## config.mk

```make
export PLATFORM = sky130hd
export DESIGN_NAME = output_semantic_map_builder_core
export DESIGN_NICKNAME = d
export VERILOG_FILES = /design/src/rtl/osmb_pkg.sv /design/src/rtl/osmb_assign.sv /design/src/rtl/osmb_map_state.sv /design/src/rtl/output_semantic_map_builder_core.sv
export VERILOG_INCLUDE_DIRS = /design/src /design/src/rtl
export SDC_FILE = /design/constraint.sdc
export NUM_CORES = 1
export LEC_CHECK = 0
export BUFFER_PORTS_ARGS = -buffer_cell sky130_fd_sc_hd__buf_2
export CAP_MARGIN = 10
export CORE_ASPECT_RATIO = 1.2
export CORE_MARGIN = 8
export CORE_UTILIZATION = 30
export CTS_CLUSTER_SIZE = 20
export DETAILED_ROUTE_END_ITERATION = 7
export SYNTH_ARGS = -nofsm -noshare
export SYNTH_HDL_FRONTEND = slang
export SYNTH_SLANG_ARGS = --single-unit
```

## constraint.sdc

```tcl
create_clock -name clk -period 5.5 [get_ports clk]
set_clock_uncertainty 0.1 [all_clocks]
set_input_delay 0.275 -clock clk [delete_from_list [all_inputs] [get_ports clk]]
set_output_delay 0.275 -clock clk [all_outputs]
set_load 0.05 [all_outputs]
```

## src/rtl/output_semantic_map_builder_core_assert.svh

```systemverilog
// assertion macros for the output semantic map builder
// used at the end of the top level, expects a clk and rst in scope
`ifndef OUTPUT_SEMANTIC_MAP_BUILDER_CORE_ASSERT_SVH
`define OUTPUT_SEMANTIC_MAP_BUILDER_CORE_ASSERT_SVH

// same-cycle implication
`define OSMB_ASSERT_SAME(lbl, ante, cons, msg) \
  lbl: assert property (@(posedge clk) disable iff (rst) (ante) |-> (cons)) else $error(msg);

// next-cycle implication
`define OSMB_ASSERT_NEXT(lbl, ante, cons, msg) \
  lbl: assert property (@(posedge clk) disable iff (rst) (ante) |=> (cons)) else $error(msg);

`endif

```

## src/rtl/osmb_pkg.sv

```systemverilog
// shared types, constants and the kind table of the output semantic map builder
// no dependencies
`default_nettype none

package osmb_pkg;

  localparam int REG_COUNT = 16;
  localparam int REG_IDX_W = (REG_COUNT > 1) ? $clog2(REG_COUNT) : 1;
  localparam int CNT_W     = $clog2(REG_COUNT + 1);
  localparam int CLK_W     = 25;

  localparam logic [31:0] SEM_EMPTY_WORD = 32'h1F1F1F1F;

  localparam logic [3:0] KIND_POSITION   = 4'd0;
  localparam logic [3:0] KIND_NORMALQUAT = 4'd1;
  localparam logic [3:0] KIND_COLOR      = 4'd2;
  localparam logic [3:0] KIND_TC0        = 4'd3;
  localparam logic [3:0] KIND_TC0W       = 4'd4;
  localparam logic [3:0] KIND_TC1        = 4'd5;
  localparam logic [3:0] KIND_TC2        = 4'd6;
  localparam logic [3:0] KIND_VIEW       = 4'd7;
  localparam logic [3:0] KIND_DUMMY      = 4'd8;

  localparam logic [CLK_W-1:0] CLK_POSITION = 25'h0000001;
  localparam logic [CLK_W-1:0] CLK_COLOR    = 25'h0000002;
  localparam logic [CLK_W-1:0] CLK_TC0      = 25'h0000100;
  localparam logic [CLK_W-1:0] CLK_TC1      = 25'h0000200;
  localparam logic [CLK_W-1:0] CLK_TC2      = 25'h0000400;
  localparam logic [CLK_W-1:0] CLK_TC0W     = 25'h0010000;
  localparam logic [CLK_W-1:0] CLK_QUATVIEW = 25'h1000000;

  typedef struct packed {
    logic [7:0]       base;
    logic [2:0]       max_comps;
    logic [CLK_W-1:0] clock;
    logic             texcoord;
  } kind_row_t;

  typedef struct packed {
    logic       first_entry;
    logic [3:0] reg_index;
    logic [3:0] kind;
    logic [3:0] component_mask;
  } in_beat_t;

  typedef struct packed {
    logic [31:0]      register_semantics;
    logic [15:0]      used_register_mask;
    logic [4:0]       used_register_count;
    logic [CLK_W-1:0] clock_enable_mask;
    logic             uses_texcoords;
    logic             bad_kind;
  } out_beat_t;

  typedef struct packed {
    logic [REG_COUNT-1:0] used_mask;
    logic [CNT_W-1:0]     used_count;
  } status_t;

  function automatic kind_row_t kind_row(input logic [3:0] kind);
    kind_row_t row;
    row = '0;
    unique case (kind)
      KIND_POSITION:   row = '{base: 8'h00, max_comps: 3'd4, clock: '0,           texcoord: 1'b0};
      KIND_NORMALQUAT: row = '{base: 8'h04, max_comps: 3'd4, clock: CLK_QUATVIEW, texcoord: 1'b0};
      KIND_COLOR:      row = '{base: 8'h08, max_comps: 3'd4, clock: CLK_COLOR,    texcoord: 1'b0};
      KIND_TC0:        row = '{base: 8'h0C, max_comps: 3'd2, clock: CLK_TC0,      texcoord: 1'b1};
      KIND_TC0W:       row = '{base: 8'h10, max_comps: 3'd1, clock: CLK_TC0W,     texcoord: 1'b1};
      KIND_TC1:        row = '{base: 8'h0E, max_comps: 3'd2, clock: CLK_TC1,      texcoord: 1'b1};
      KIND_TC2:        row = '{base: 8'h16, max_comps: 3'd2, clock: CLK_TC2,      texcoord: 1'b1};
      KIND_VIEW:       row = '{base: 8'h12, max_comps: 3'd3, clock: CLK_QUATVIEW, texcoord: 1'b0};
      default:         row = '0;
    endcase
    return row;
  endfunction

endpackage

`default_nettype wire

```

## src/rtl/osmb_assign.sv

```systemverilog
// semantic code assignment over the four components of one register
// depends on osmb_pkg for the kind table
`default_nettype none

module osmb_assign (
  input  wire logic [3:0]               kind,
  input  wire logic [3:0]               component_mask,
  input  wire logic [31:0]              base_word,
  output logic      [31:0]              word,
  output logic      [osmb_pkg::CLK_W-1:0] clock_set,
  output logic                          texcoord
);
  import osmb_pkg::*;

  kind_row_t row;

  always_comb begin
    logic [7:0] code;
    logic [2:0] assigned;
    logic       pos_clock;
    row       = kind_row(kind);
    code      = row.base;
    assigned  = 3'd0;
    pos_clock = 1'b0;
    word      = base_word;
    for (int c = 0; c < 4; c++) begin
      if (component_mask[c] && (assigned < row.max_comps)) begin
        word[c*8 +: 8] = code;
        code           = code + 8'd1;
        assigned       = assigned + 3'd1;
        // position needs clock bit 0 once its third code is placed
        if ((kind == KIND_POSITION) && (assigned == 3'd3)) begin
          pos_clock = 1'b1;
        end
      end
    end
    clock_set = row.clock | (pos_clock ? CLK_POSITION : '0);
    texcoord  = row.texcoord;
  end

endmodule

`default_nettype wire

```

## src/rtl/osmb_map_state.sv

```systemverilog
// accumulated map state: semantic entries, used set, count, clocks, texcoord flag
// depends on osmb_pkg and osmb_assign
`default_nettype none

module osmb_map_state (
  input  wire logic                clk,
  input  wire logic                rst,
  input  wire logic                fire,
  input  wire osmb_pkg::in_beat_t  beat,
  output osmb_pkg::out_beat_t      result,
  output osmb_pkg::status_t        status
);
  import osmb_pkg::*;

  logic [31:0]          sem_mem [REG_COUNT];
  logic [REG_COUNT-1:0] sem_valid;
  logic [REG_COUNT-1:0] used_mask;
  logic [CNT_W-1:0]     used_count;
  logic [CLK_W-1:0]     clock_bits;
  logic                 texcoord_seen;

  logic [REG_IDX_W-1:0] idx;
  logic                 in_range;
  logic                 bad;
  logic                 apply;
  logic [31:0]          cur_word;
  logic [31:0]          base_word;
  logic [31:0]          new_word;
  logic [CLK_W-1:0]     clock_set;
  logic                 tex_set;
  logic [REG_COUNT-1:0] reg_bit;
  logic [REG_COUNT-1:0] used_base;
  logic [CNT_W-1:0]     count_base;
  logic [REG_COUNT-1:0] used_mask_next;
  logic [CNT_W-1:0]     used_count_next;
  logic [CLK_W-1:0]     clock_bits_next;
  logic                 texcoord_seen_next;
  logic [REG_COUNT+15:0] mask_ext;
  logic [CNT_W+4:0]      count_ext;

  assign idx      = REG_IDX_W'(beat.reg_index);
  assign in_range = {2'b00, beat.reg_index} < 6'(REG_COUNT);
  assign bad      = beat.kind > KIND_DUMMY;
  assign apply    = !bad && in_range;

  assign cur_word  = sem_valid[idx] ? sem_mem[idx] : SEM_EMPTY_WORD;
  assign base_word = beat.first_entry ? SEM_EMPTY_WORD : cur_word;

  osmb_assign u_assign (
    .kind           (beat.kind),
    .component_mask (beat.component_mask),
    .base_word      (base_word),
    .word           (new_word),
    .clock_set      (clock_set),
    .texcoord       (tex_set)
  );

  always_comb begin
    reg_bit    = REG_COUNT'(1) << idx;
    used_base  = beat.first_entry ? '0 : used_mask;
    count_base = beat.first_entry ? '0 : used_count;
    used_mask_next  = used_base | reg_bit;
    used_count_next = ((used_base & reg_bit) == '0) ? count_base + CNT_W'(1) : count_base;
    clock_bits_next    = (beat.first_entry ? '0 : clock_bits) | clock_set;
    texcoord_seen_next = (beat.first_entry ? 1'b0 : texcoord_seen) | tex_set;
  end

  always_comb begin
    mask_ext  = {16'd0, (apply ? used_mask_next : used_mask)};
    count_ext = {5'd0, (apply ? used_count_next : used_count)};
    result.register_semantics  = in_range ? (apply ? new_word : cur_word) : 32'd0;
    result.used_register_mask  = mask_ext[15:0];
    result.used_register_count = count_ext[4:0];
    result.clock_enable_mask   = apply ? clock_bits_next : clock_bits;
    result.uses_texcoords      = apply ? texcoord_seen_next : texcoord_seen;
    result.bad_kind            = bad;
  end

  always_ff @(posedge clk) begin
    if (rst) begin
      sem_valid     <= '0;
      used_mask     <= '0;
      used_count    <= '0;
      clock_bits    <= '0;
      texcoord_seen <= 1'b0;
    end else if (fire && apply) begin
      sem_valid     <= (beat.first_entry ? '0 : sem_valid) | reg_bit;
      used_mask     <= used_mask_next;
      used_count    <= used_count_next;
      clock_bits    <= clock_bits_next;
      texcoord_seen <= texcoord_seen_next;
    end
  end

  always_ff @(posedge clk) begin
    if (fire && apply) begin
      sem_mem[idx] <= new_word;
    end
  end

  assign status.used_mask  = used_mask;
  assign status.used_count = used_count;

endmodule

`default_nettype wire

```

## src/rtl/output_semantic_map_builder_core.sv

```systemverilog
// a beat accepted into the input stage is registered there, and its result is loaded
// into the output register once the output is not stalled downstream
// throughput: one descriptor per cycle while not stalled downstream, state update and lookup done in one stage
// reset: synchronous rst empties both stages, clears the used set, count, clocks
// and texcoord flag, and marks every semantic entry empty (0x1F per byte)
// top level of the output semantic map builder, uses osmb_pkg and osmb_map_state
`default_nettype none

module output_semantic_map_builder_core (
  input  wire logic                clk,
  input  wire logic                rst,
  input  wire logic                desc_valid,
  output logic                     desc_stall,
  input  wire osmb_pkg::in_beat_t  desc,
  output logic                     res_valid,
  input  wire logic                res_stall,
  output osmb_pkg::out_beat_t      res
);
  import osmb_pkg::*;

  `include "output_semantic_map_builder_core_assert.svh"

  in_beat_t  st;
  logic      st_valid;
  logic      advance;
  logic      fire;
  out_beat_t result;
  status_t   status;

  assign advance    = !res_valid || !res_stall;
  assign desc_stall = st_valid && !advance;
  assign fire       = st_valid && advance;

  osmb_map_state u_state (
    .clk    (clk),
    .rst    (rst),
    .fire   (fire),
    .beat   (st),
    .result (result),
    .status (status)
  );

  // input stage
  always_ff @(posedge clk) begin
    if (rst) begin
      st_valid <= 1'b0;
    end else if (!desc_stall) begin
      st_valid <= desc_valid;
    end
  end

  always_ff @(posedge clk) begin
    if (desc_valid && !desc_stall) begin
      st <= desc;
    end
  end

  // result register
  always_ff @(posedge clk) begin
    if (rst) begin
      res_valid <= 1'b0;
    end else if (advance) begin
      res_valid <= st_valid;
    end
  end

  always_ff @(posedge clk) begin
    if (fire) begin
      res <= result;
    end
  end

  `OSMB_ASSERT_SAME(a_count_matches_set, 1'b1, status.used_count == CNT_W'($countones(status.used_mask)), "used count differs from used set")
  `OSMB_ASSERT_NEXT(a_fire_gives_result, fire, res_valid, "fired beat produced no result")
  `OSMB_ASSERT_SAME(a_stall_needs_full_stage, desc_stall, st_valid && res_valid, "stall raised with room in the pipe")

endmodule

`default_nettype wire
```

[Word-level counts from Yosys, hierarchy flattened]
Memory sizes are Yosys's and may differ from the RTL's. A register that Yosys moved wholly into a read port is not among the register bits.
Index checks and enable logic that the tools add are counted.
Word-level totals
  bits in registers: 158
  latch bits: 0
  RAM bits: 512
  ROM bits: 112
  input bits: 17
  output and inout port bits: 82
  memories: 2
Operators by class
  add/subtract/negate cells: 7
  $mul: 0
  divide/modulo/power cells: 0
  $lt $le $gt $ge: 6
  equal/unequal tests: 3
  shifts and indexed selects: 1
  muxes and demuxes: 37
  bitwise logic cells: 6
  reduce and logical (&&, ||, !) cells: 19
Memory list
  u_state.sem_mem: depth 16, width 32, read ports 1, clocked after Yosys merged registers in 1, write ports 1, line osmb_map_state.sv:15  | logic [31:0] sem_mem [REG_COUNT];
  (name not given): depth 8, width 14, read ports 1, clocked after Yosys merged registers in 1, write ports 0, line osmb_pkg.sv:63  | unique case (kind)
Operators by type and width (number)
  $mux 32: 3
  $mux 8: 7
  $mux 25: 2
  $mux 16: 3
  $mux 37: 1
  $or 16x16->16: 2
  $or 25x1->25: 1
  $or 25x25->25: 1
  $add 8x1->8 const B: 3
  $and 16x16->16: 1
  $logic_not 16->1: 1
  $shl 1x4->16 const A: 1
  $mux 5: 3
  $mux 1: 13
  $logic_and 1x1->1: 11
  $add 3x1->3 const B: 3
  $eq 3x2->1 const B: 3
  $lt 3x3->1: 3
  $mux 3: 3
  $add 5x1->5 const B: 1
  $logic_not 1->1: 5
  $lt 4x5->1 const B: 1
  $bmux 1 s4: 1
  $gt 4x4->1 const B: 1
  5 further kinds: 5

[Depth between registers and ports, before layout]
  word-level depth: 19
  gate-level depth with buffers: 17
  depth with buffers taken out: 14

[Hierarchy]
Synthesis repeated with hierarchy kept, for this count alone.
Second synthesis, totals
  cells, all modules: 1564
  area total of the unflattened synthesis: 27074.7 um^2
Modules (own cells, without submodules)
  osmb_map_state: instances 1, cells each 1289, area each 22910.7 um^2, sequential area each 16636.0 um^2
  output_semantic_map_builder_core: instances 1, cells each 103, area each 2879.0 um^2, sequential area each 2832.7 um^2
  osmb_assign: instances 1, cells each 172, area each 1285.0 um^2, sequential area each 0.0 um^2

[Worst setup path before layout]
No wires, ideal clock.
  path kind: register to register
  from: register st[7] (netlist bit)
  to: memory u_state.sem_mem[0][28], data pin
  arrival time: 4.464 ns
  slack: 0.645 ns
  cell stages (with the launch flop): 17
  buffers on the path: 4
  clock period less this slack: 4.855 ns
  cells stage by stage: edfxtp_1 clkbuf_1 nand2b_1 a21oi_1 clkbuf_1 ha_1 nor2b_1 a2111o_1 nand2_1 clkbuf_1 nor3_1 ha_1 a2111oi_0 a31o_2 buf_2 nor4_1 a21oi_1
On the way
  longest elaborated chain between the ends: 13
  elaborated cells between the ends (all ways): 21
RTL lines
  start, declared: line output_semantic_map_builder_core.sv:23  | in_beat_t st;
  start signal, assigned: line output_semantic_map_builder_core.sv:54  | st <= desc;
  $mux 37 *: line osmb_pkg.sv:63
  parallel branches: the longest is 11 deep, another holds $add 8x1->8
  $mux 8 *: line osmb_assign.sv:27  | if (component_mask[c] && (assigned < row.max_comps)) begin
  net u_state.new_word[28]: line osmb_map_state.sv:28  | logic [31:0] new_word;
  end, declared: line osmb_map_state.sv:15
Mark *: on every way through the listed nets, which the timed path passes.

==> out/metrics.cfg <==
[global_routing]
grt.total_usage_pct = 13.14
grt_antenna_before_repair = 2
grt_pass1_wl_um = 100100
grt_max_degree = 67
grt_pass1_vias = 15060
overflow = 0

[sta]
drv_slew = 0
max_freq_mhz = 206.3
slew_headroom_pct = 21.88
period_minus_slack_ps = 4847
rsz0062_at_grt = no
finalSetupViolations = 0
fin_tns_setup_ps = 0
period_share_pct = 88.13
finalHoldViolCount = 0
tightest_slew_ps = 1172

[clocking]
cts_buffers = 70
post_cts_buffers = 0
cts_tree = done
cts-root-buf = clkbuf_16
ctsHtreeMaxLevel = 3
clkTransAtPathRegs_ps = 60
clkLatencyLatePin_ps = 610
tritoncts_num_sinks = 688
clock_path_buffers = 3

[setup_path]
worstSetupPathType = register to register
path_max_fanout = 16
start_kind = register
worstPathRequired_ps = 5710
end_kind = register
crit_arrival_ps = 5050

[flow_run]
cap_violations = 0

[yosys]
synth_nets = 1532
netlist.area_leader.share_pct = 67.09
yosysWarnings = 0
ys_top_cells_by_area = edfxtp_1 67%, mux4_2 13%, dfxtp_1 6.1%
ys.flop_type = edfxtp_1
synth_seq_cells = 688
syn_avg_cell_area_um2 = 18.03
synth_top_area_cell = edfxtp_1
netlist_instances = 1502
ys_seq_area_share_pct = 73.23
async_flop_share_pct = 0
yosysMostFrequentCell = edfxtp_1
netlist_area_um2 = 27080
ys_types = 60
synth_edf_count = 605
synth_common_cells = 605 x edfxtp_1, 155 x mux4_2, 100 x nand2_1, 83 x dfxtp_1, 82 x nor2_1

[detailed_routing]
wire_per_inst_um = 23.49
vias = 14610
drc = 0
wl_um = 67360
firstDrtPassIters = 6
viasPerCell = 5.094
ant_nets = 0
drt_iter0_drc = 1501

[place]
port_buffers = 98
place.gp.congestion = 0.8679
post-place-cells = 2726
hpwl_um = 40340

[min_path]
hp-start = rst
hp-class = primary input to register

[pwr]
leakagePower_nw = 10.26
peakVddDrop_uv = 181.5
powerDensity_nw_per_um2 = 356.9

[floorplan]
die_w_um = 290.3
core-area_um2 = 89340
row_count = 120
start_util_pct = 30.31
die_y_um = 345.1
die_area_um2 = 100200
ios = 99

[run_status]
status = finished, final reports clean

[final_layout]
nFillCells = 8248
drive_above_1_share_pct = 25.64
stdcell_count = 2868
syn_to_final_growth_pct = 16.22
layout.nets = 1685

state kept, by name (all words and copies together) (netlist names), named ones only:
name                   cells
res                       80
res_valid                  1
st                        13
st_valid                   1
u_state.clock_bits        25
u_state.sem_mem          512
u_state.sem_valid         16
u_state.texcoord_seen      1
u_state.used_count         5
u_state.used_mask         16
layout by cell type, fill, tap and decap left out, types with 5 or more instances in the layout:
master | Yosys | final
a211o_1 | 14 | 14
a211oi_1 | 16 | 16
a21o_1 | 8 | 8
a21oi_1 | 57 | 56
a22oi_1 | 39 | 35
and2_1 | 43 | 43
buf_2 | 25 | 98
buf_4 | 4 | 41
bufinv_16 | 0 | 5
clkbuf_1 | 41 | 18
clkbuf_16 | 0 | 72
clkinv_1 | 0 | 8
clkinv_2 | 0 | 10
dfxtp_1 | 83 | 79
dlygate4sd3_1 | 0 | 15
edfxtp_1 | 605 | 605
ha_1 | 13 | 13
inv_1 | 40 | 23
inv_2 | 1 | 17
mux2i_1 | 21 | 21
mux4_2 | 155 | 155
nand2_1 | 100 | 100
nand2b_1 | 10 | 10
nand3_1 | 15 | 15
nor2_1 | 82 | 82
nor2b_1 | 25 | 25
nor3_1 | 7 | 7
o21ai_0 | 22 | 22
cell families after synthesis:
kind of cell,synth area share (%)
adders and majority gates,0.6007
xor gates and xnor gates,0.1618
buffers and inverters,1.821
muxes,13.83
AOI/OAI and AO/OA,5.004
DFF,73.23
and+or+nand+nor,5.346
per-layer routing:
metal	wire (um)	up-vias	track usage [%]
li1	-	6289	-
met1	28170	7616	17.06
met2	32770	587	21.80
met3	4786	119	2.888
met4	1630	0	4.252
met5	0	-	0
report_power, final:
group	total (W)	internal, W	switching (W)
sequential	0.00585	0.00576	0.0000925
clock	0.00463	0.00269	0.00194
combinational	0.000752	0.000279	0.000473
final timing paths:
check / endpoint / slack [ps] / cells past startpoint
max reg2reg: u_state.sem_mem[15][25]$_DFFE_PP_ / 650 / 13
min: u_state.texcoord_seen$_SDFFE_PP0P_ / 200 / 2
min reg2reg: u_state.clock_bits[7]$_SDFFE_PP0P_ / 350 / 1
max: u_state.sem_mem[15][25]$_DFFE_PP_ / 650 / 13
through the flow:
stage / hold WS [ps] / util, % / power, W / instance area [um2] / setup WS (ps)
6_report: 196.7 / 35.23 / 0.01123 / 31470 / 652.7
3_5_place_dp: 335.1 / 32.54 / 0.006706 / 29070 / 408.6
3_3_place_gp: 333.3 / 32.54 / 0.006690 / 29070 / 731.5
5_1_grt: 213.8 / 35.22 / 0.01157 / 31470 / 256.8
4_1_cts: 151.0 / 35.19 / 0.01134 / 31440 / 408.0
2_1_floorplan: 273.9 / - / 0.006461 / 27080 / 644.9
cell type report:
class	count	area (um2)	area share [%]
Clock inverter	30	296.5	0.9423
Clock buffer	95	1921	6.103
Inverter	41	156.4	0.4970
Timing Repair Buffer	157	1008	3.205
Tap cell	1159	1450	4.608
Antenna cell	1	2.502	0.007952
Multi-Input combinational cell	697	6793	21.59
Sequential cell	688	19840	63.05
worst max-delay path: stages (launching register included):
cell and delay [ps]:
dfxtp_1 370, nor2_1 250, a21oi_1 110, buf_4 210, ha_1 400, nor2b_1 100
a2111o_1 440, nand2_1 100, nor3_1 60, ha_1 230, nand2b_1 180, a2111oi_0 840
a311oi_2 470, a22oi_2 680
what timing repair did:
action | in CTS | in global routing
endpoints found under the hold margin | 24 | 0
endpoints found under the setup margin | 0 | 80
gates resized for setup | 0 | 5
hold buffers | 15 | 0
Note: power is estimated with default switching activity, not from simulation.
